## src/hdl/emr_pkg.sv

```systemverilog
package emr_pkg;

  localparam int FRAC_BITS   = 16;
  localparam int DATA_W      = 32;
  localparam int MASS_W      = 31;
  localparam int ACC_W       = 64;
  localparam int HALF_W      = ACC_W / 2;
  localparam int PROD_W      = 2 * ACC_W;
  localparam int QUEUE_DEPTH = 2;

  // Corrected velocity: the input velocity plus the reduced force product, kept exactly.
  localparam int VEL_W = (((2 * DATA_W - FRAC_BITS) > DATA_W) ?
                          (2 * DATA_W - FRAC_BITS) : DATA_W) + 1;

  localparam logic signed [ACC_W-1:0] ACC_MIN = {1'b1, {(ACC_W-1){1'b0}}};
  localparam logic signed [ACC_W-1:0] ACC_MAX = {1'b0, {(ACC_W-1){1'b1}}};

  typedef struct packed {
    logic        [MASS_W-1:0] mass;
    logic signed [DATA_W-1:0] pos_x;
    logic signed [DATA_W-1:0] pos_y;
    logic signed [DATA_W-1:0] pos_z;
    logic signed [DATA_W-1:0] vel_x;
    logic signed [DATA_W-1:0] vel_y;
    logic signed [DATA_W-1:0] vel_z;
    logic signed [DATA_W-1:0] force_x;
    logic signed [DATA_W-1:0] force_y;
    logic signed [DATA_W-1:0] force_z;
    logic signed [DATA_W-1:0] potential;
    logic                     last;
  } in_item_t;

  typedef struct packed {
    logic signed [ACC_W-1:0] total_energy;
    logic signed [ACC_W-1:0] potential_energy;
    logic signed [ACC_W-1:0] kinetic_energy;
    logic signed [ACC_W-1:0] momentum_x;
    logic signed [ACC_W-1:0] momentum_y;
    logic signed [ACC_W-1:0] momentum_z;
    logic signed [ACC_W-1:0] angular_x;
    logic signed [ACC_W-1:0] angular_y;
    logic signed [ACC_W-1:0] angular_z;
  } out_item_t;

  typedef enum logic {
    OP_ACCUM = 1'b0,
    OP_FLUSH = 1'b1
  } op_e;

  typedef struct packed {
    op_e      op;
    in_item_t item;
  } q_entry_t;

  typedef struct packed {
    logic                    start;
    logic signed [ACC_W-1:0] a;
    logic signed [ACC_W-1:0] b;
  } mul_req_t;

  typedef struct packed {
    logic                    done;
    logic signed [ACC_W-1:0] res;
  } mul_rsp_t;

endpackage

```

## src/hdl/emr_mul.sv

```systemverilog
module emr_mul (
  input  logic              clk_i,
  input  logic              rst_ni,
  input  emr_pkg::mul_req_t req_i,
  output emr_pkg::mul_rsp_t rsp_o
);

  localparam logic [2:0] PH_LAST_PART = 3'd3;
  localparam logic [2:0] PH_LAST_ACC  = 3'd4;
  localparam logic [2:0] PH_NEG       = 3'd5;
  localparam logic [2:0] PH_SAT       = 3'd6;

  logic                             run_q, run_d;
  logic [2:0]                       cnt_q, cnt_d;
  logic                             done_q, done_d;
  logic [emr_pkg::ACC_W-1:0]        ma_q, ma_d;
  logic [emr_pkg::ACC_W-1:0]        mb_q, mb_d;
  logic                             neg_q, neg_d;
  logic [emr_pkg::ACC_W-1:0]        prod_q, prod_d;
  logic [1:0]                       psh_q, psh_d;
  logic [emr_pkg::PROD_W-1:0]       acc_q, acc_d;
  logic signed [emr_pkg::ACC_W-1:0] res_q, res_d;

  logic [emr_pkg::HALF_W-1:0]        half_a, half_b;
  logic [emr_pkg::PROD_W-1:0]        prod_term;
  logic signed [emr_pkg::PROD_W-1:0] shifted;
  logic [emr_pkg::ACC_W:0]           hi_bits;
  logic                              ovf;

  assign half_a = cnt_q[1] ? ma_q[emr_pkg::ACC_W-1:emr_pkg::HALF_W]
                           : ma_q[emr_pkg::HALF_W-1:0];
  assign half_b = cnt_q[0] ? mb_q[emr_pkg::ACC_W-1:emr_pkg::HALF_W]
                           : mb_q[emr_pkg::HALF_W-1:0];

  always_comb begin
    case (psh_q)
      2'd0:    prod_term = {{emr_pkg::ACC_W{1'b0}}, prod_q};
      2'd1:    prod_term = {{emr_pkg::HALF_W{1'b0}}, prod_q, {emr_pkg::HALF_W{1'b0}}};
      default: prod_term = {prod_q, {emr_pkg::ACC_W{1'b0}}};
    endcase
  end

  assign shifted = $signed(acc_q) >>> emr_pkg::FRAC_BITS;
  assign hi_bits = shifted[emr_pkg::PROD_W-1:emr_pkg::ACC_W-1];
  assign ovf     = !((&hi_bits) || (~|hi_bits));

  always_comb begin
    run_d  = run_q;
    cnt_d  = cnt_q;
    done_d = 1'b0;
    ma_d   = ma_q;
    mb_d   = mb_q;
    neg_d  = neg_q;
    prod_d = prod_q;
    psh_d  = psh_q;
    acc_d  = acc_q;
    res_d  = res_q;
    if (req_i.start) begin
      ma_d  = req_i.a[emr_pkg::ACC_W-1] ? (~req_i.a + 1'b1) : req_i.a;
      mb_d  = req_i.b[emr_pkg::ACC_W-1] ? (~req_i.b + 1'b1) : req_i.b;
      neg_d = req_i.a[emr_pkg::ACC_W-1] ^ req_i.b[emr_pkg::ACC_W-1];
      acc_d = '0;
      cnt_d = '0;
      run_d = 1'b1;
    end else if (run_q) begin
      if (cnt_q <= PH_LAST_PART) begin
        prod_d = half_a * half_b;
        psh_d  = {1'b0, cnt_q[1]} + {1'b0, cnt_q[0]};
      end
      if ((cnt_q != '0) && (cnt_q <= PH_LAST_ACC)) begin
        acc_d = acc_q + prod_term;
      end
      if ((cnt_q == PH_NEG) && neg_q) begin
        acc_d = ~acc_q + 1'b1;
      end
      if (cnt_q == PH_SAT) begin
        if (ovf) begin
          res_d = acc_q[emr_pkg::PROD_W-1] ? emr_pkg::ACC_MIN : emr_pkg::ACC_MAX;
        end else begin
          res_d = shifted[emr_pkg::ACC_W-1:0];
        end
        done_d = 1'b1;
        run_d  = 1'b0;
      end else begin
        cnt_d = cnt_q + 1'b1;
      end
    end
  end

  always_ff @(posedge clk_i or negedge rst_ni) begin
    if (!rst_ni) begin
      run_q  <= 1'b0;
      cnt_q  <= '0;
      done_q <= 1'b0;
    end else begin
      run_q  <= run_d;
      cnt_q  <= cnt_d;
      done_q <= done_d;
    end
  end

  always_ff @(posedge clk_i) begin
    ma_q   <= ma_d;
    mb_q   <= mb_d;
    neg_q  <= neg_d;
    prod_q <= prod_d;
    psh_q  <= psh_d;
    acc_q  <= acc_d;
    res_q  <= res_d;
  end

  assign rsp_o.done = done_q;
  assign rsp_o.res  = res_q;

endmodule

```

## config.mk

```make
export PLATFORM = sky130hd
export DESIGN_NAME = emr_mul
export DESIGN_NICKNAME = d
export VERILOG_FILES = /design/src/hdl/emr_pkg.sv /design/src/hdl/emr_mul.sv
export SDC_FILE = /design/constraint.sdc
export NUM_CORES = 2
export LEC_CHECK = 0
export CAP_MARGIN = 40
export CORE_ASPECT_RATIO = 0.75
export CORE_UTILIZATION = 40
export DETAILED_ROUTE_END_ITERATION = 12
export DONT_BUFFER_PORTS = 1
export GPL_ROUTABILITY_DRIVEN = 0
export MAX_ROUTING_LAYER = met4
export PLACE_DENSITY = 0.63
export SETUP_SLACK_MARGIN = 0.1
export SYNTH_ARGS = -nofsm -noshare
export SYNTH_HDL_FRONTEND = slang
export SYNTH_SLANG_ARGS = --single-unit
```

## constraint.sdc

```tcl
create_clock -name clk_i -period 17.7 [get_ports clk_i]
set_clock_uncertainty 0.1 [all_clocks]
set_input_delay 1.77 -clock clk_i [delete_from_list [all_inputs] [get_ports clk_i]]
set_output_delay 1.77 -clock clk_i [all_outputs]
set_load 0.02 [all_outputs]
```

# Yosys cells after proc, flatten, opt, wreduce, memory -nomap -nowiden
# Cells that the tools add are included.
# W data, S select, Z words.
# word_totals
ff_bits,392
inputBits,131
# op_classes
n_addsub,6
mux,18
n_eq_ne,4
order_cmp,2
bitwise_logic,5
multipliers,1
reduce_logical,14
# op_table
operator,n
$mux W128,2
$pmux W128 S2,1
$add A128 B1 Y128 const B,1
$add A128 B128 Y128,1
$add A64 B1 Y64 const B,2
$mux W64,2
$not A128 Y128,1
$not A64 Y64,2
$mux W63,2
$mul A32 B32 Y64,1
$mux W32,2
$reduce_and A49 Y1,1
$reduce_or A49 Y1,1
$mux W3,3
$eq A3 B3 Y1 const B,2
$mux W1,6
$reduce_and A3 Y1,2
$reduce_and A2 Y1,2
$reduce_bool A2 Y1,2
$add A3 B1 Y3 const B,1
$le A3 B2 Y1 const B,1
$le A3 B3 Y1 const B,1
$reduce_bool A3 Y1,1
$add A1 B1 Y2,1
other kinds (8),9

# Logic depth before layout (Yosys ltp)
# depth
depth_word,5
ltp_mapped,33

# Least setup slack after synthesis
# OpenSTA, ideal clock, no wires.
# synth_path
path_kind,flip-flop to flip-flop
from,register cnt_q[1]
to,"register prod_q[61] in the netlist's numbering, data pin"
path_slack_ps,8740
arrival_time_ps,8698
synth_period_minus_slack_ps,8960
stages_incl_launch_ff,30
setup_ps,162
cell_sequence,dfrtp_1 > clkbuf_1 > clkbuf_1 > buf_1 > mux2i_1 > clkbuf_1 > nor2_1 > fa_1 > inv_1 > fa_1 > fa_1 > fa_1 > inv_1 > fa_1 > fa_1 > fa_1 > fa_1 > ha_1 > clkbuf_1 > a21o_1 > a21o_1 > a21oi_1 > nor3_1 > nor2_1 > nand2_1 > o21a_1 > a211oi_1 > o21ai_0 > or4b_2 > o2111ai_1
# synth_via
elab_chain_len,2
# synth_lines
element,line_no,text
"start, declared",emr_mul.sv:14,"logic [2:0] cnt_q, cnt_d;"
"start signal, assigned",emr_mul.sv:97,cnt_q <= cnt_d;
$mux W32,emr_mul.sv:30,assign half_a = cnt_q[1] ? ma_q[emr_pkg::ACC_W-1:emr_pkg::HALF_W]
$mul A32 B32 Y64,emr_mul.sv:67,prod_d = half_a * half_b;
"end signal, assigned",emr_mul.sv:106,prod_q <= prod_d;
"end, declared",emr_mul.sv:19,"logic [emr_pkg::ACC_W-1:0] prod_q, prod_d;"
# Every way passes these cells.
# A chain may end at the register's enable or synchronous reset.

# Worst setup path in the final report
# layout_path
from,register cnt_q[0]
to,"register prod_q[46] in the netlist's numbering, data pin"
# layout_via
elab_chain_len,2
# layout_lines
element,line_no,text
$mux W32,emr_mul.sv:32,assign half_b = cnt_q[0] ? mb_q[emr_pkg::ACC_W-1:emr_pkg::HALF_W]
$mul A32 B32 Y64,emr_mul.sv:67,
# Every way passes these cells.

==> run summary <==
The flow ran to the end, and the final reports show no timing, DRC or antenna violations. The tools report the number of failing hold endpoints at the final stage as 0. Compared with the post-synthesis result, the final layout area differs by 6.26%. The tools report the core area as 0.155 mm^2.

Worst-case setup slack after placement: 7.53 ns. The startpoint identified for the worst register-to-register timing path is cnt_q[0]. The run gives 9 as the initial antenna violation count.

TritonCTS built the clock tree. The minimum period implied by the final worst setup slack works out to 10.31 ns. Port buffering added 0 buffers.

The tools report the overall fraction of global-route tracks in use as 28.6%. In this run the mean area of a mapped cell was 8.44 um^2. In this run the clock root is driven by a sky130_fd_sc_hd__clkbuf_16. The critical path starts at cnt_q[0].

The worst setup path is of the reg -> reg kind. At the later pin of the worst-skew pair, clock insertion delay measures 0.67 ns. STA puts the critical path data required time at 18.07 ns. The length of the first detailed-routing pass in iterations was 9; the CTS sink count was 392.

The remaining global-route overflow is 0. The largest individual stage delay along the critical path comes from the cell sky130_fd_sc_hd__dfrtp_4. Synthesis handed over a netlist of 7,384 instances.

The worst register-to-register path has a setup slack of 7.39 ns. The largest net degree at the start of global routing was 249. Cell taking the most area after synthesis: sky130_fd_sc_hd__fa_1. The count of distinct cell types in the synthesized netlist is 80. The initial standard-cell utilization of the core is 40.3%, and the maximum single-stage delay on the critical path is 0.84 ns.

The average detailed-routed wire length per instance was 24.2 um. The smallest hold slack is 0.438 ns, and the clock transition at the registers of the reported paths is 0.06 ns. The DRC violation count after routing came out at 0. The logs give 0 for the number of setup violations in the final report and 0 for the post-cts repair resize count.

The number of pins exceeding their max-slew limit in the final report is 0, and the cell depth of the worst flop-to-flop path is 29. In the post-route analysis, the smallest setup slack over all paths is 7.39 ns. Number of DRC markers in iteration 0: 6,815. The via count of the first global-routing pass was 52,500; the post-synthesis net count was 8,810. Setup repair after global routing left no endpoint under its margin. The run gives 48 as the TritonCTS buffer count. For this run, the top clock speed supported by timing is 97.0 MHz.

Synthesis inferred 392 register bits. The min-delay analysis places its worst path in the category reg -> reg. The element type at the critical path start is a flip-flop.

The clock tree synthesis step divided the H-tree into 2 levels. In this run the worst path has a maximum fanout of 34. The logs give 0 ns for the setup TNS and 15,300 for the fill cell instance count of the final layout. The most used flip-flop cell after synthesis is sky130_fd_sc_hd__edfxtp_1. The mapped netlist covers 0.0624 mm^2. Most numerous cell on the critical path: sky130_fd_sc_hd__fa_1. Height of the die: 344 um.

Across the run, the number of max-cap violations was 0. Of the available clock period, the critical path in the final layout requires 58.3%. In this run, post-CTS hold repair placed 0 buffers. Yosys mapped a number of flops with a built-in enable equal to 259.

The critical path capture point was prod_q[46]. The transition at the pin with the smallest max-transition slack was 0.980 ns. Of the post-synthesis cell area, the dominant cell type holds 28.8%. In this run the critical register-to-register path is captured at prod_q[46]. The ratio of cells with drive above 1 in the final layout is 4.96%.

The tools report the number of setup buffers added after CTS as 0. The die covers 0.157 mm^2. The leading cell type by number of instances after synthesis was sky130_fd_sc_hd__inv_1. STA classifies the critical path endpoint as a flip-flop. During synthesis, Yosys emitted a total of 0 warnings. For the number of placed I/O pins, the log shows 196.

The net count of the finished layout is 8,561. Detailed placement ended at an HPWL of 174 mm. The final wirelength is 223 mm. After detailed routing, the number of vias per cell comes to 5.99. Yosys attributes the largest share of cell area to sky130_fd_sc_hd__fa_1 (29%), sky130_fd_sc_hd__edfxtp_1 (12%), sky130_fd_sc_hd__ha_1 (8.0%). The logs give 16.8% for the fraction of the yosys area taken by sequential cells and 10.68 ns for the signal arrival time at the worst endpoint.

Row generation in the floorplan step produced 125 rows. The count of nets left with antenna violations once routing finished came out at 0. The first global-routing pass estimated 331 mm of wire.

The die span in x was 458 um; the relative slew slack was 34.0%. Detailed routing inserted a total of 55,200 vias. Counting flops with an async set or reset pin after synthesis yields a share of 1.28%. The clock passes through at most 3 buffers. Sorting the synthesized cells by how often they occur yields sky130_fd_sc_hd__inv_1 (946), sky130_fd_sc_hd__nor2_1 (903), sky130_fd_sc_hd__fa_1 (897), sky130_fd_sc_hd__nand2_1 (888), sky130_fd_sc_hd__a21oi_1 (437).
-- layout by cell type (no fill, tap or decap), types with 23 or more instances in the layout --
| cell type | instances |
|---|---|
| sky130_fd_sc_hd__nand4_1 | 108 |
| sky130_fd_sc_hd__nand3_1 | 74 |
| sky130_fd_sc_hd__nand2b_1 | 49 |
| sky130_fd_sc_hd__o21a_1 | 24 |
| sky130_fd_sc_hd__and2_1 | 78 |
| sky130_fd_sc_hd__fa_1 | 897 |
| sky130_fd_sc_hd__xor2_1 | 71 |
| sky130_fd_sc_hd__nor3_1 | 128 |
| sky130_fd_sc_hd__mux2i_1 | 49 |
| sky130_fd_sc_hd__mux2_2 | 58 |
| sky130_fd_sc_hd__o41ai_1 | 23 |
| sky130_fd_sc_hd__mux2i_2 | 43 |
| sky130_fd_sc_hd__or3_1 | 64 |
| sky130_fd_sc_hd__a21o_1 | 133 |
| sky130_fd_sc_hd__ha_1 | 398 |
| sky130_fd_sc_hd__or4_1 | 37 |
| sky130_fd_sc_hd__nand2_1 | 888 |
| sky130_fd_sc_hd__a31oi_1 | 62 |
| sky130_fd_sc_hd__clkbuf_16 | 48 |
| sky130_fd_sc_hd__nor4_1 | 57 |
| sky130_fd_sc_hd__buf_4 | 90 |
| sky130_fd_sc_hd__o21ai_0 | 383 |
| sky130_fd_sc_hd__o21bai_1 | 53 |
| sky130_fd_sc_hd__xnor2_1 | 218 |
| sky130_fd_sc_hd__a211oi_1 | 49 |
| sky130_fd_sc_hd__nor2_1 | 899 |
| sky130_fd_sc_hd__dfxtp_1 | 128 |
| sky130_fd_sc_hd__inv_1 | 946 |
| sky130_fd_sc_hd__a21oi_1 | 437 |
| sky130_fd_sc_hd__o31ai_1 | 49 |
| sky130_fd_sc_hd__or2_2 | 28 |
| sky130_fd_sc_hd__edfxtp_1 | 259 |
-- metal layers --
layer	wire length, um	part of all wire (%)	track usage (%)	up-vias
met5	0	0	-	-
met4	8030	3.6	9.15	0
met3	31800	14	9.17	510
met2	91400	41	39.6	3401
met1	91600	41	39.3	27300
li1	-	-	-	24000
-- critical path: cells and delay by family (launching register included) --
family,cells,cell delay [ns]
mux,1,0.26
flops,1,0.84
fa+ha+maj,9,3.98
xor+xnor,1,0.26
simple gates,1,0.13
buf+inv,7,1.48
compound gates,10,2.98
-- kinds of logic after synthesis --
kind of cell / Yosys count / synth area share (%)
flops: 392 / 16.8
xor+xnor: 289 / 4.06
simple gates: 2508 / 17.9
fa+ha+maj: 1295 / 36.8
compound gates: 1388 / 13.6
mux: 164 / 2.76
buf+inv: 1348 / 8.13
-- metrics by stage --
stage	area, um^2	utilization [%]	cells
global route	66300	42.8	9213
global placement	64400	41.6	9103
CTS	66200	42.8	9207
finish	66300	42.8	9215
detailed placement	64600	41.7	9117
floorplan	62400	-	7384
-- how the worst min path moves through the flow --
| stage | from | end | slack (ns) | cells past startpoint |
|---|---|---|---|---|
| 6_report | acc_q[0] | acc_q[0] | 0.44 | 2 |
| 5_1_grt | acc_q[0] | acc_q[0] | 0.47 | 2 |
| 4_1_cts | acc_q[0] | acc_q[0] | 0.42 | 2 |
| 3_5_place_dp | acc_q[0] | acc_q[0] | 0.42 | 2 |
| 3_3_place_gp | acc_q[0] | acc_q[0] | 0.39 | 2 |
| 2_1_floorplan | acc_q[0] | acc_q[0] | 0.36 | 2 |
-- flip-flops by register name, indices dropped and copies added, names as in the netlist --
signal and count:
acc_q 128, ma_q 64, mb_q 64, prod_q 64, res_q 64, cnt_q 3
psh_q 2, done_q 1, neg_q 1, run_q 1
-- cell type report --
type	instances	area, um^2	share of cell area (%)
Tap cell	2032	2540	3.84
Multi-Input combinational cell	5644	47200	71.2
Sequential cell	392	10500	15.8
Timing Repair Buffer	102	890	1.34
Inverter	947	3550	5.36
Clock inverter	31	349	0.527
Clock buffer	59	1270	1.92
Antenna cell	8	20.0	0.0302
Power is not shown: default switching activity piles up to over one toggle a cycle in this logic, so the estimate is an artifact.
