===== src/hdl/emr_pkg.sv =====
package emr_pkg;

  localparam int FRAC_BITS   = 16;
  localparam int DATA_W      = 32;
  localparam int MASS_W      = 31;
  localparam int ACC_W       = 64;
  localparam int HALF_W      = ACC_W / 2;
  localparam int PROD_W      = 2 * ACC_W;
  localparam int QUEUE_DEPTH = 2;

  // Corrected velocity: the input velocity plus the reduced force product, kept exactly.
  localparam int VEL_W = (((2 * DATA_W - FRAC_BITS) > DATA_W) ?
                          (2 * DATA_W - FRAC_BITS) : DATA_W) + 1;

  localparam logic signed [ACC_W-1:0] ACC_MIN = {1'b1, {(ACC_W-1){1'b0}}};
  localparam logic signed [ACC_W-1:0] ACC_MAX = {1'b0, {(ACC_W-1){1'b1}}};

  typedef struct packed {
    logic        [MASS_W-1:0] mass;
    logic signed [DATA_W-1:0] pos_x;
    logic signed [DATA_W-1:0] pos_y;
    logic signed [DATA_W-1:0] pos_z;
    logic signed [DATA_W-1:0] vel_x;
    logic signed [DATA_W-1:0] vel_y;
    logic signed [DATA_W-1:0] vel_z;
    logic signed [DATA_W-1:0] force_x;
    logic signed [DATA_W-1:0] force_y;
    logic signed [DATA_W-1:0] force_z;
    logic signed [DATA_W-1:0] potential;
    logic                     last;
  } in_item_t;

  typedef struct packed {
    logic signed [ACC_W-1:0] total_energy;
    logic signed [ACC_W-1:0] potential_energy;
    logic signed [ACC_W-1:0] kinetic_energy;
    logic signed [ACC_W-1:0] momentum_x;
    logic signed [ACC_W-1:0] momentum_y;
    logic signed [ACC_W-1:0] momentum_z;
    logic signed [ACC_W-1:0] angular_x;
    logic signed [ACC_W-1:0] angular_y;
    logic signed [ACC_W-1:0] angular_z;
  } out_item_t;

  typedef enum logic {
    OP_ACCUM = 1'b0,
    OP_FLUSH = 1'b1
  } op_e;

  typedef struct packed {
    op_e      op;
    in_item_t item;
  } q_entry_t;

  typedef struct packed {
    logic                    start;
    logic signed [ACC_W-1:0] a;
    logic signed [ACC_W-1:0] b;
  } mul_req_t;

  typedef struct packed {
    logic                    done;
    logic signed [ACC_W-1:0] res;
  } mul_rsp_t;

endpackage


===== src/hdl/emr_back.sv =====
module emr_back (
  input  logic                              clk_i,
  input  logic                              rst_ni,
  input  logic signed [emr_pkg::DATA_W-1:0] half_step_i,
  input  logic                              q_valid_i,
  input  emr_pkg::q_entry_t                 q_entry_i,
  output logic                              q_pop_o,
  output emr_pkg::mul_req_t                 mul_req_o,
  input  emr_pkg::mul_rsp_t                 mul_rsp_i,
  output logic                              out_valid_o,
  input  logic                              out_stall_i,
  output emr_pkg::out_item_t                out_item_o
);

  localparam int NUM_AXES  = 3;
  localparam int NUM_STEPS = 20;
  localparam int STEP_W    = $clog2(NUM_STEPS);
  localparam logic [STEP_W-1:0] LAST_STEP = STEP_W'(NUM_STEPS - 1);

  localparam logic [1:0] ST_IDLE  = 2'd0;
  localparam logic [1:0] ST_ISSUE = 2'd1;
  localparam logic [1:0] ST_WAIT  = 2'd2;
  localparam logic [1:0] ST_EMIT  = 2'd3;

  localparam logic [1:0] AX_X = 2'd0;
  localparam logic [1:0] AX_Y = 2'd1;
  localparam logic [1:0] AX_Z = 2'd2;

  typedef enum logic [1:0] {
    OPA_FORCE,
    OPA_MASS,
    OPA_POS,
    OPA_VEL
  } opa_e;

  typedef enum logic [1:0] {
    OPB_HALF_STEP,
    OPB_POT,
    OPB_VEL,
    OPB_TMP
  } opb_e;

  typedef enum logic [2:0] {
    ACT_VEL,
    ACT_POT,
    ACT_TMP_SET,
    ACT_TMP_ADD,
    ACT_TMP_SUB,
    ACT_KIN,
    ACT_MOM,
    ACT_ANG
  } act_e;

  typedef struct packed {
    opa_e       src_a;
    logic [1:0] ax_a;
    opb_e       src_b;
    logic [1:0] ax_b;
    act_e       act;
    logic [1:0] ax_d;
  } uop_t;

  function automatic uop_t mk(input opa_e a, input logic [1:0] ax_a, input opb_e b,
                              input logic [1:0] ax_b, input act_e act,
                              input logic [1:0] ax_d);
    uop_t u;
    u.src_a = a;
    u.ax_a  = ax_a;
    u.src_b = b;
    u.ax_b  = ax_b;
    u.act   = act;
    u.ax_d  = ax_d;
    return u;
  endfunction

  // One product per step through the shared multiplier.
  function automatic uop_t prog(input logic [STEP_W-1:0] s);
    case (s)
      0:       return mk(OPA_FORCE, AX_X, OPB_HALF_STEP, AX_X, ACT_VEL, AX_X);
      1:       return mk(OPA_FORCE, AX_Y, OPB_HALF_STEP, AX_X, ACT_VEL, AX_Y);
      2:       return mk(OPA_FORCE, AX_Z, OPB_HALF_STEP, AX_X, ACT_VEL, AX_Z);
      3:       return mk(OPA_MASS,  AX_X, OPB_POT,       AX_X, ACT_POT, AX_X);
      4:       return mk(OPA_VEL,   AX_X, OPB_VEL,       AX_X, ACT_TMP_SET, AX_X);
      5:       return mk(OPA_VEL,   AX_Y, OPB_VEL,       AX_Y, ACT_TMP_ADD, AX_X);
      6:       return mk(OPA_VEL,   AX_Z, OPB_VEL,       AX_Z, ACT_TMP_ADD, AX_X);
      7:       return mk(OPA_MASS,  AX_X, OPB_TMP,       AX_X, ACT_KIN, AX_X);
      8:       return mk(OPA_POS,   AX_Y, OPB_VEL,       AX_Z, ACT_TMP_SET, AX_X);
      9:       return mk(OPA_POS,   AX_Z, OPB_VEL,       AX_Y, ACT_TMP_SUB, AX_X);
      10:      return mk(OPA_MASS,  AX_X, OPB_TMP,       AX_X, ACT_ANG, AX_X);
      11:      return mk(OPA_POS,   AX_Z, OPB_VEL,       AX_X, ACT_TMP_SET, AX_X);
      12:      return mk(OPA_POS,   AX_X, OPB_VEL,       AX_Z, ACT_TMP_SUB, AX_X);
      13:      return mk(OPA_MASS,  AX_X, OPB_TMP,       AX_X, ACT_ANG, AX_Y);
      14:      return mk(OPA_POS,   AX_X, OPB_VEL,       AX_Y, ACT_TMP_SET, AX_X);
      15:      return mk(OPA_POS,   AX_Y, OPB_VEL,       AX_X, ACT_TMP_SUB, AX_X);
      16:      return mk(OPA_MASS,  AX_X, OPB_TMP,       AX_X, ACT_ANG, AX_Z);
      17:      return mk(OPA_MASS,  AX_X, OPB_VEL,       AX_X, ACT_MOM, AX_X);
      18:      return mk(OPA_MASS,  AX_X, OPB_VEL,       AX_Y, ACT_MOM, AX_Y);
      default: return mk(OPA_MASS,  AX_X, OPB_VEL,       AX_Z, ACT_MOM, AX_Z);
    endcase
  endfunction

  function automatic logic signed [emr_pkg::DATA_W-1:0] pick_data(
      input logic [1:0] ax, input logic signed [emr_pkg::DATA_W-1:0] x,
      input logic signed [emr_pkg::DATA_W-1:0] y, input logic signed [emr_pkg::DATA_W-1:0] z);
    case (ax)
      AX_Y:    return y;
      AX_Z:    return z;
      default: return x;
    endcase
  endfunction

  function automatic logic signed [emr_pkg::ACC_W-1:0] sext_data(
      input logic signed [emr_pkg::DATA_W-1:0] x);
    return {{(emr_pkg::ACC_W-emr_pkg::DATA_W){x[emr_pkg::DATA_W-1]}}, x};
  endfunction

  function automatic logic signed [emr_pkg::ACC_W-1:0] sat_add(
      input logic signed [emr_pkg::ACC_W-1:0] a, input logic signed [emr_pkg::ACC_W-1:0] b);
    logic signed [emr_pkg::ACC_W-1:0] r;
    r = a + b;
    if ((a[emr_pkg::ACC_W-1] == b[emr_pkg::ACC_W-1]) &&
        (r[emr_pkg::ACC_W-1] != a[emr_pkg::ACC_W-1])) begin
      r = a[emr_pkg::ACC_W-1] ? emr_pkg::ACC_MIN : emr_pkg::ACC_MAX;
    end
    return r;
  endfunction

  function automatic logic signed [emr_pkg::ACC_W-1:0] sat_sub(
      input logic signed [emr_pkg::ACC_W-1:0] a, input logic signed [emr_pkg::ACC_W-1:0] b);
    logic signed [emr_pkg::ACC_W-1:0] r;
    r = a - b;
    if ((a[emr_pkg::ACC_W-1] != b[emr_pkg::ACC_W-1]) &&
        (r[emr_pkg::ACC_W-1] != a[emr_pkg::ACC_W-1])) begin
      r = a[emr_pkg::ACC_W-1] ? emr_pkg::ACC_MIN : emr_pkg::ACC_MAX;
    end
    return r;
  endfunction

  logic [1:0]                       state_q, state_d;
  logic [STEP_W-1:0]                step_q, step_d;
  emr_pkg::q_entry_t                item_q, item_d;
  logic signed [emr_pkg::VEL_W-1:0] v_q [NUM_AXES];
  logic signed [emr_pkg::VEL_W-1:0] v_d [NUM_AXES];
  logic signed [emr_pkg::ACC_W-1:0] tmp_q, tmp_d;
  logic signed [emr_pkg::ACC_W-1:0] psum_q, psum_d;
  logic signed [emr_pkg::ACC_W-1:0] ksum_q, ksum_d;
  logic signed [emr_pkg::ACC_W-1:0] mom_q [NUM_AXES];
  logic signed [emr_pkg::ACC_W-1:0] mom_d [NUM_AXES];
  logic signed [emr_pkg::ACC_W-1:0] ang_q [NUM_AXES];
  logic signed [emr_pkg::ACC_W-1:0] ang_d [NUM_AXES];
  emr_pkg::out_item_t               out_q, out_d;
  logic                             out_valid_q, out_valid_d;

  uop_t                             u;
  logic signed [emr_pkg::ACC_W-1:0] op_a, op_b;
  logic signed [emr_pkg::VEL_W-1:0] vel_a, vel_b;
  logic signed [emr_pkg::DATA_W-1:0] vel_in;
  logic signed [emr_pkg::VEL_W-1:0] vel_ext;
  logic signed [emr_pkg::ACC_W-1:0] pe_half, ke_half;

  assign u = prog(step_q);

  always_comb begin
    case (u.ax_a)
      AX_Y:    vel_a = v_q[1];
      AX_Z:    vel_a = v_q[2];
      default: vel_a = v_q[0];
    endcase
    case (u.ax_b)
      AX_Y:    vel_b = v_q[1];
      AX_Z:    vel_b = v_q[2];
      default: vel_b = v_q[0];
    endcase
  end

  always_comb begin
    case (u.src_a)
      OPA_FORCE: op_a = sext_data(pick_data(u.ax_a, item_q.item.force_x,
                                            item_q.item.force_y, item_q.item.force_z));
      OPA_MASS:  op_a = {{(emr_pkg::ACC_W-emr_pkg::MASS_W){1'b0}}, item_q.item.mass};
      OPA_POS:   op_a = sext_data(pick_data(u.ax_a, item_q.item.pos_x,
                                            item_q.item.pos_y, item_q.item.pos_z));
      OPA_VEL:   op_a = {{(emr_pkg::ACC_W-emr_pkg::VEL_W){vel_a[emr_pkg::VEL_W-1]}}, vel_a};
      default:   op_a = '0;
    endcase
    case (u.src_b)
      OPB_HALF_STEP: op_b = sext_data(half_step_i);
      OPB_POT:       op_b = sext_data(item_q.item.potential);
      OPB_VEL:       op_b = {{(emr_pkg::ACC_W-emr_pkg::VEL_W){vel_b[emr_pkg::VEL_W-1]}}, vel_b};
      OPB_TMP:       op_b = tmp_q;
      default:       op_b = '0;
    endcase
  end

  assign mul_req_o.start = (state_q == ST_ISSUE);
  assign mul_req_o.a     = op_a;
  assign mul_req_o.b     = op_b;

  assign vel_in  = pick_data(u.ax_d, item_q.item.vel_x, item_q.item.vel_y, item_q.item.vel_z);
  assign vel_ext = {{(emr_pkg::VEL_W-emr_pkg::DATA_W){vel_in[emr_pkg::DATA_W-1]}}, vel_in};
  assign pe_half = psum_q >>> 1;
  assign ke_half = ksum_q >>> 1;

  always_comb begin
    state_d     = state_q;
    step_d      = step_q;
    item_d      = item_q;
    v_d         = v_q;
    tmp_d       = tmp_q;
    psum_d      = psum_q;
    ksum_d      = ksum_q;
    mom_d       = mom_q;
    ang_d       = ang_q;
    out_d       = out_q;
    out_valid_d = out_valid_q;
    q_pop_o     = 1'b0;

    if (out_valid_q && !out_stall_i) begin
      out_valid_d = 1'b0;
    end

    case (state_q)
      ST_IDLE: begin
        if (q_valid_i) begin
          q_pop_o = 1'b1;
          item_d  = q_entry_i;
          step_d  = '0;
          state_d = ST_ISSUE;
        end
      end
      ST_ISSUE: begin
        state_d = ST_WAIT;
      end
      ST_WAIT: begin
        if (mul_rsp_i.done) begin
          case (u.act)
            ACT_VEL: begin
              for (int i = 0; i < NUM_AXES; i++) begin
                if (u.ax_d == 2'(i)) begin
                  v_d[i] = vel_ext + mul_rsp_i.res[emr_pkg::VEL_W-1:0];
                end
              end
            end
            ACT_POT:     psum_d = sat_add(psum_q, mul_rsp_i.res);
            ACT_TMP_SET: tmp_d  = mul_rsp_i.res;
            ACT_TMP_ADD: tmp_d  = sat_add(tmp_q, mul_rsp_i.res);
            ACT_TMP_SUB: tmp_d  = sat_sub(tmp_q, mul_rsp_i.res);
            ACT_KIN:     ksum_d = sat_add(ksum_q, mul_rsp_i.res);
            ACT_MOM: begin
              for (int i = 0; i < NUM_AXES; i++) begin
                if (u.ax_d == 2'(i)) begin
                  mom_d[i] = sat_add(mom_q[i], mul_rsp_i.res);
                end
              end
            end
            ACT_ANG: begin
              for (int i = 0; i < NUM_AXES; i++) begin
                if (u.ax_d == 2'(i)) begin
                  ang_d[i] = sat_add(ang_q[i], mul_rsp_i.res);
                end
              end
            end
            default: tmp_d = tmp_q;
          endcase
          if (step_q == LAST_STEP) begin
            state_d = (item_q.op == emr_pkg::OP_FLUSH) ? ST_EMIT : ST_IDLE;
          end else begin
            step_d  = step_q + 1'b1;
            state_d = ST_ISSUE;
          end
        end
      end
      ST_EMIT: begin
        if (!out_valid_q || !out_stall_i) begin
          out_d.total_energy     = sat_add(pe_half, ke_half);
          out_d.potential_energy = pe_half;
          out_d.kinetic_energy   = ke_half;
          out_d.momentum_x       = mom_q[0];
          out_d.momentum_y       = mom_q[1];
          out_d.momentum_z       = mom_q[2];
          out_d.angular_x        = ang_q[0];
          out_d.angular_y        = ang_q[1];
          out_d.angular_z        = ang_q[2];
          out_valid_d            = 1'b1;
          psum_d                 = '0;
          ksum_d                 = '0;
          for (int i = 0; i < NUM_AXES; i++) begin
            mom_d[i] = '0;
            ang_d[i] = '0;
          end
          state_d = ST_IDLE;
        end
      end
      default: begin
        state_d = ST_IDLE;
      end
    endcase
  end

  always_ff @(posedge clk_i or negedge rst_ni) begin
    if (!rst_ni) begin
      state_q     <= ST_IDLE;
      step_q      <= '0;
      out_valid_q <= 1'b0;
      psum_q      <= '0;
      ksum_q      <= '0;
      for (int i = 0; i < NUM_AXES; i++) begin
        mom_q[i] <= '0;
        ang_q[i] <= '0;
      end
    end else begin
      state_q     <= state_d;
      step_q      <= step_d;
      out_valid_q <= out_valid_d;
      psum_q      <= psum_d;
      ksum_q      <= ksum_d;
      mom_q       <= mom_d;
      ang_q       <= ang_d;
    end
  end

  always_ff @(posedge clk_i) begin
    item_q <= item_d;
    v_q    <= v_d;
    tmp_q  <= tmp_d;
    out_q  <= out_d;
  end

  assign out_valid_o = out_valid_q;
  assign out_item_o  = out_q;

endmodule

===== config.mk =====
export PLATFORM = sky130hd
export DESIGN_NAME = emr_back
export DESIGN_NICKNAME = d
export VERILOG_FILES = /design/src/hdl/emr_pkg.sv /design/src/hdl/emr_back.sv
export SDC_FILE = /design/constraint.sdc
export NUM_CORES = 2
export LEC_CHECK = 0
export BUFFER_PORTS_ARGS = -buffer_cell sky130_fd_sc_hd__buf_4
export CORE_AREA = 2 2 452 454
export CTS_BUF_LIST = sky130_fd_sc_hd__clkbuf_4
export DETAILED_ROUTE_END_ITERATION = 6
export DIE_AREA = 0 0 454 456
export GPL_ROUTABILITY_DRIVEN = 0
export PLACE_DENSITY_LB_ADDON = 0.08
export SYNTH_ARGS = -nofsm -noshare
export SYNTH_HDL_FRONTEND = slang
export SYNTH_SLANG_ARGS = --single-unit

===== constraint.sdc =====
create_clock -name clk_i -period 49.5 [get_ports clk_i]
set_clock_uncertainty 0.05 [all_clocks]
set_input_delay 9.9 -clock clk_i [delete_from_list [all_inputs] [get_ports clk_i]]
set_output_delay 9.9 -clock clk_i [all_outputs]
set_load 0.01 [all_outputs]

Yosys cells after proc, flatten, opt, wreduce, memory -nomap -nowiden
Memories as Yosys holds them, arrays and structs flattened.
Index checks and enable logic that the tools add are counted.

storage, ports and cells
  register bits after elaboration = 1657
  bits in read-only memories = 416
  bits of input ports = 454
  output and inout bits = 707
  logic and storage cells = 208
  memories kept = 1

operators by class
  $add $sub $neg = 13
  equality and inequality tests = 56
  mux-type cells = 63
  reductions and logical operators = 39

memories
  name              depth  bits a word  read ports  clocked after memory_dff  write ports  line            source
  (name not given)  32     13           1           0                         0            emr_back.sv:78  case (s)

operators by type and width
  operator            number
  $mux 64             31
  $mux 192            5
  $pmux 192 s2        2
  $add 64x64->64      9
  $pmux 64 s4         2
  $pmux 64 s2         2
  $pmux 49 s2         2
  $pmux 32 s2         3
  $pmux 64 s3         1
  $add 63x63->64      1
  $sub 64x64->64      1
  $add 49x49->49      1
  $reduce_and 5->1    6
  $reduce_and 4->1    6
  $eq 2x2->1 const B  9
  $mux 5              3
  $ne 2x2->1 const B  7
  $eq 2x1->1 const B  6
  $eq 3x3->1 const B  4
  $logic_and 1x1->1   12
  $ne 1x1->1          12
  $eq 1x1->1          10
  $mux 2              5
  $pmux 5 s2          1
  15 further kinds    30

Longest topological paths before layout
  word-level depth = 8
  depth in mapped cells = 27
  gate-level depth less buffers = 25

Worst setup path after synthesis
OpenSTA, ideal clock, no wires.

  path kind = input-to-output
  start = input q_valid_i
  end = output q_pop_o
  arrival time = 35.280 ns
  data required time = 39.550 ns
  path slack = 4.270 ns
  cell stages on the path = 1
  path buffers = 0
  path through = nor3b_1

on the way
  cells in the longest elaborated chain, start to end = 2

RTL lines
  element             line             source
  start: declaration  emr_back.sv:5    input logic q_valid_i,
  $mux 1              emr_back.sv:224  if (q_valid_i) begin
  $mux 1              emr_back.sv:222  case (state_q)
  end: declaration    emr_back.sv:7    output logic q_pop_o,

No other way between the ends.

==> flow_metrics.env <==
export IMPL_outcome="finished with violations"
export IMPL_violations="design-rule violations"
export IMPL_nNetsFinal=13338
export IMPL_finalWirelength_um=416000
export IMPL_setup_viol=0
export IMPL_wl_per_cell_um=27.4
export IMPL_worstPathCellList="buf_4, mux2_2, nand2_1, o31ai_4, buf_4, a21o_1, buf_4"
export IMPL_drtAntennaViolNets=0
export IMPL_path_clk_slew_ns=0.06
export IMPL_synth_avg_cell_area_um2=9.52
export IMPL_yosys_cell_count_top_type="nand2_1"
export IMPL_die_w_um=454
export IMPL_worst_path_most_repeated_cell="buf_4"
export IMPL_cts_resized_gates=0
export IMPL_ios=1161
export IMPL_grt_pass1_vias=89046
export IMPL_start_util_pct=51.9
export IMPL_yosysUniqueCellTypes=91
export IMPL_slew_headroom_pct=8.23
export IMPL_ir_drop_mv=0.0402
export IMPL_drt_first_pass_iters=7
export IMPL_synth_edf_count=1137
export IMPL_synth_seq_area_share_pct=45.1
export IMPL_post_place_ws_ns=28.04
export IMPL_clockBufferDepth=4
export IMPL_leakagePower_nw=53.3
export IMPL_final_setup_tns_ns=0
export IMPL_die_y_um=456
export IMPL_startpoint_type="input port"
export IMPL_synthesis_nets=12221
export IMPL_vias=95451
export IMPL_ctsRootBufferMaster="clkbuf_4"
export IMPL_critical_path_class="input port to primary output"
export IMPL_antenna_found_initial=67
export IMPL_fillers=17459
export IMPL_syn_cell_area_um2=105000
export IMPL_cts_setup_buffers=0
export IMPL_seqCellArea_um2=47200
export IMPL_drc_errors=3
export IMPL_rows=165
export IMPL_core_area_um2=202000
export IMPL_slew_viol_final=0
export IMPL_dpl_cell_count=14329
export IMPL_finalPower_mw=7.22
export IMPL_max_stage_delay_ns=0.40
export IMPL_ctsHoldBuffers=0
export IMPL_critPathBufInv=3
export IMPL_grt_max_degree=162
export IMPL_min_from="mom_q[22]"
export IMPL_place_detailed_hpwl_um=303000
export IMPL_cts_tree="yes"
export IMPL_synth_top_area_share_pct=32.6
export IMPL_critPathLaunch="half_step_i[31]"
export IMPL_syn2layout_area_growth_pct=15.9
export IMPL_synthTopCellsByArea="edfxtp_1, dfrtp_1, ha_1"
export IMPL_p_per_area_nw_per_um2=59.5
export IMPL_required_ns=39.55
export IMPL_grt_pass1_wl_um=593000
export IMPL_vias_per_cell=6.30
export IMPL_layout_cells_non_filler=15154
export IMPL_cp_arrival_ns=11.52
export IMPL_finalHoldViolCount=0
export IMPL_grt_usage_pct=38.8
export IMPL_insertion_delay_ns=1.47
export IMPL_slowest_stage="nand2_1"
export IMPL_hold_worst_slack_ns=0.368
export IMPL_worst_pin_slew_ns=1.38
export IMPL_die_area_um2=207000
export IMPL_fin_crit_sh_pct=43.4
export IMPL_async_flop_share_pct=31.4
export IMPL_ys_warn_count=0
export IMPL_min_period_ns=21.47
export IMPL_h_tree_depth=5
export IMPL_drt_initial_drc_count=12071
export IMPL_drive_gt1_share_pct=17.3
export IMPL_worst_slack_ns=28.03
export IMPL_max_freq_mhz=46.6
export IMPL_ys_top_cells_by_count="nand2_1, edfxtp_1, o21ai_0, a21oi_1, nor2_1"
export IMPL_multi_input_area_um2=54200
export IMPL_grt_overflow_total=0
export IMPL_cts_inserted_buffers=454
export IMPL_rr_startpoint="step_q[3]"
export IMPL_path_max_fanout=18
export IMPL_rsz0062_at_grt="no"
export IMPL_max_cap_violations=0
export IMPL_io_buffers=1159
export IMPL_min_path_type="flop to flop"
export IMPL_crit_family="buffers and inverters"
export IMPL_ys_flop_type="edfxtp_1"
export IMPL_yosys_area_top_type="edfxtp_1"
export IMPL_netlist_instances=10996
export IMPL_ys_seq_elements=1657
export IMPL_end_kind="primary output"
export IMPL_cts_sinks=1657
-- logic make-up after synthesis --
kind of cell,count (synthesis),synth area share (%)
buffers and inverters,933,3.46
flip-flops,1657,45.1
multiplexers,77,1.16
adder cells (fa/ha/maj),771,9.31
XOR/XNOR,675,5.65
AO/OA/AOI/OAI,3823,22.4
AND/OR/NAND/NOR,3060,12.9
-- per-layer routing --
| layer | vias to the layer above | part of all wire, % | track usage, % |
|---|---|---|---|
| met4 | 38 | 8.5 | 29.0 |
| met3 | 1174 | 11 | 9.83 |
| met5 | - | 0.066 | 0 |
| met2 | 5644 | 42 | 56.6 |
| li1 | 43010 | - | - |
| met1 | 45585 | 38 | 49.5 |
-- flip-flops by register name, indices dropped and copies added (netlist names) --
name         cells
ang_q          192
item_q         352
ksum_q          64
mom_q          192
out_item_o     574
out_valid_o      1
psum_q          64
state_q          2
step_q           5
tmp_q           64
v_q            147
-- cells in the final DEF (no fill, tap or decap), types with 62 or more instances in the layout --
cell	netlist	layout
inv_1	307	307
a211oi_1	99	98
a221oi_1	62	62
nor3_1	123	121
clkinv_1	7	99
xor2_1	221	221
nand4_1	151	151
o21ai_0	1129	1127
o21bai_1	157	157
clkbuf_4	0	660
nand3_1	167	166
a22oi_1	171	171
xnor2_1	454	454
a21o_1	486	485
dfrtp_1	520	520
nor2b_1	86	85
a21oi_1	1080	1078
buf_4	18	1274
nand2_1	1281	1280
nor2_1	875	871
nand2b_1	84	84
a31oi_1	105	104
o21a_1	78	78
ha_1	758	753
edfxtp_1	1137	1137
and3_1	77	74
-- layout make-up --
cell class	instances	share of cell area (%)
well taps	2672	2.76
repair buffers	1278	7.95
clock buffers	660	4.09
diodes	28	0.0578
multi-input cells	8406	44.7
flip-flops and latches	1657	38.9
inverters	316	0.978
clock inverters	137	0.621
-- report_power, final --
group	switching, mW	internal [mW]
registers	0.314	2.05
logic	2.25	1.35
clock network	0.613	0.645
total	3.18	4.04
-- stage by stage --
stage / area (µm²) / util (%)
CTS: 121000 / 60.1
floorplan: 105000 / -
global placement: 115000 / 57.3
global route: 121000 / 60.1
finish: 121000 / 60.1
detailed placement: 115000 / 57.3
-- worst paths after layout --
kind | endpoint | cells past startpoint | slack [ns]
min in group asynchronous | mom_q[188] | 1 | 8.46
hold / removal | out_item_o[214] | 0 | 0.37
hold reg to reg | out_item_o[214] | 0 | 0.37
max in group asynchronous | mom_q[34] | 4 | 37.91
setup reg to reg | v_q[146] | 23 | 41.89
setup / recovery | mul_req_o[52] | 7 | 28.03
(Power assumes the default switching activity.)
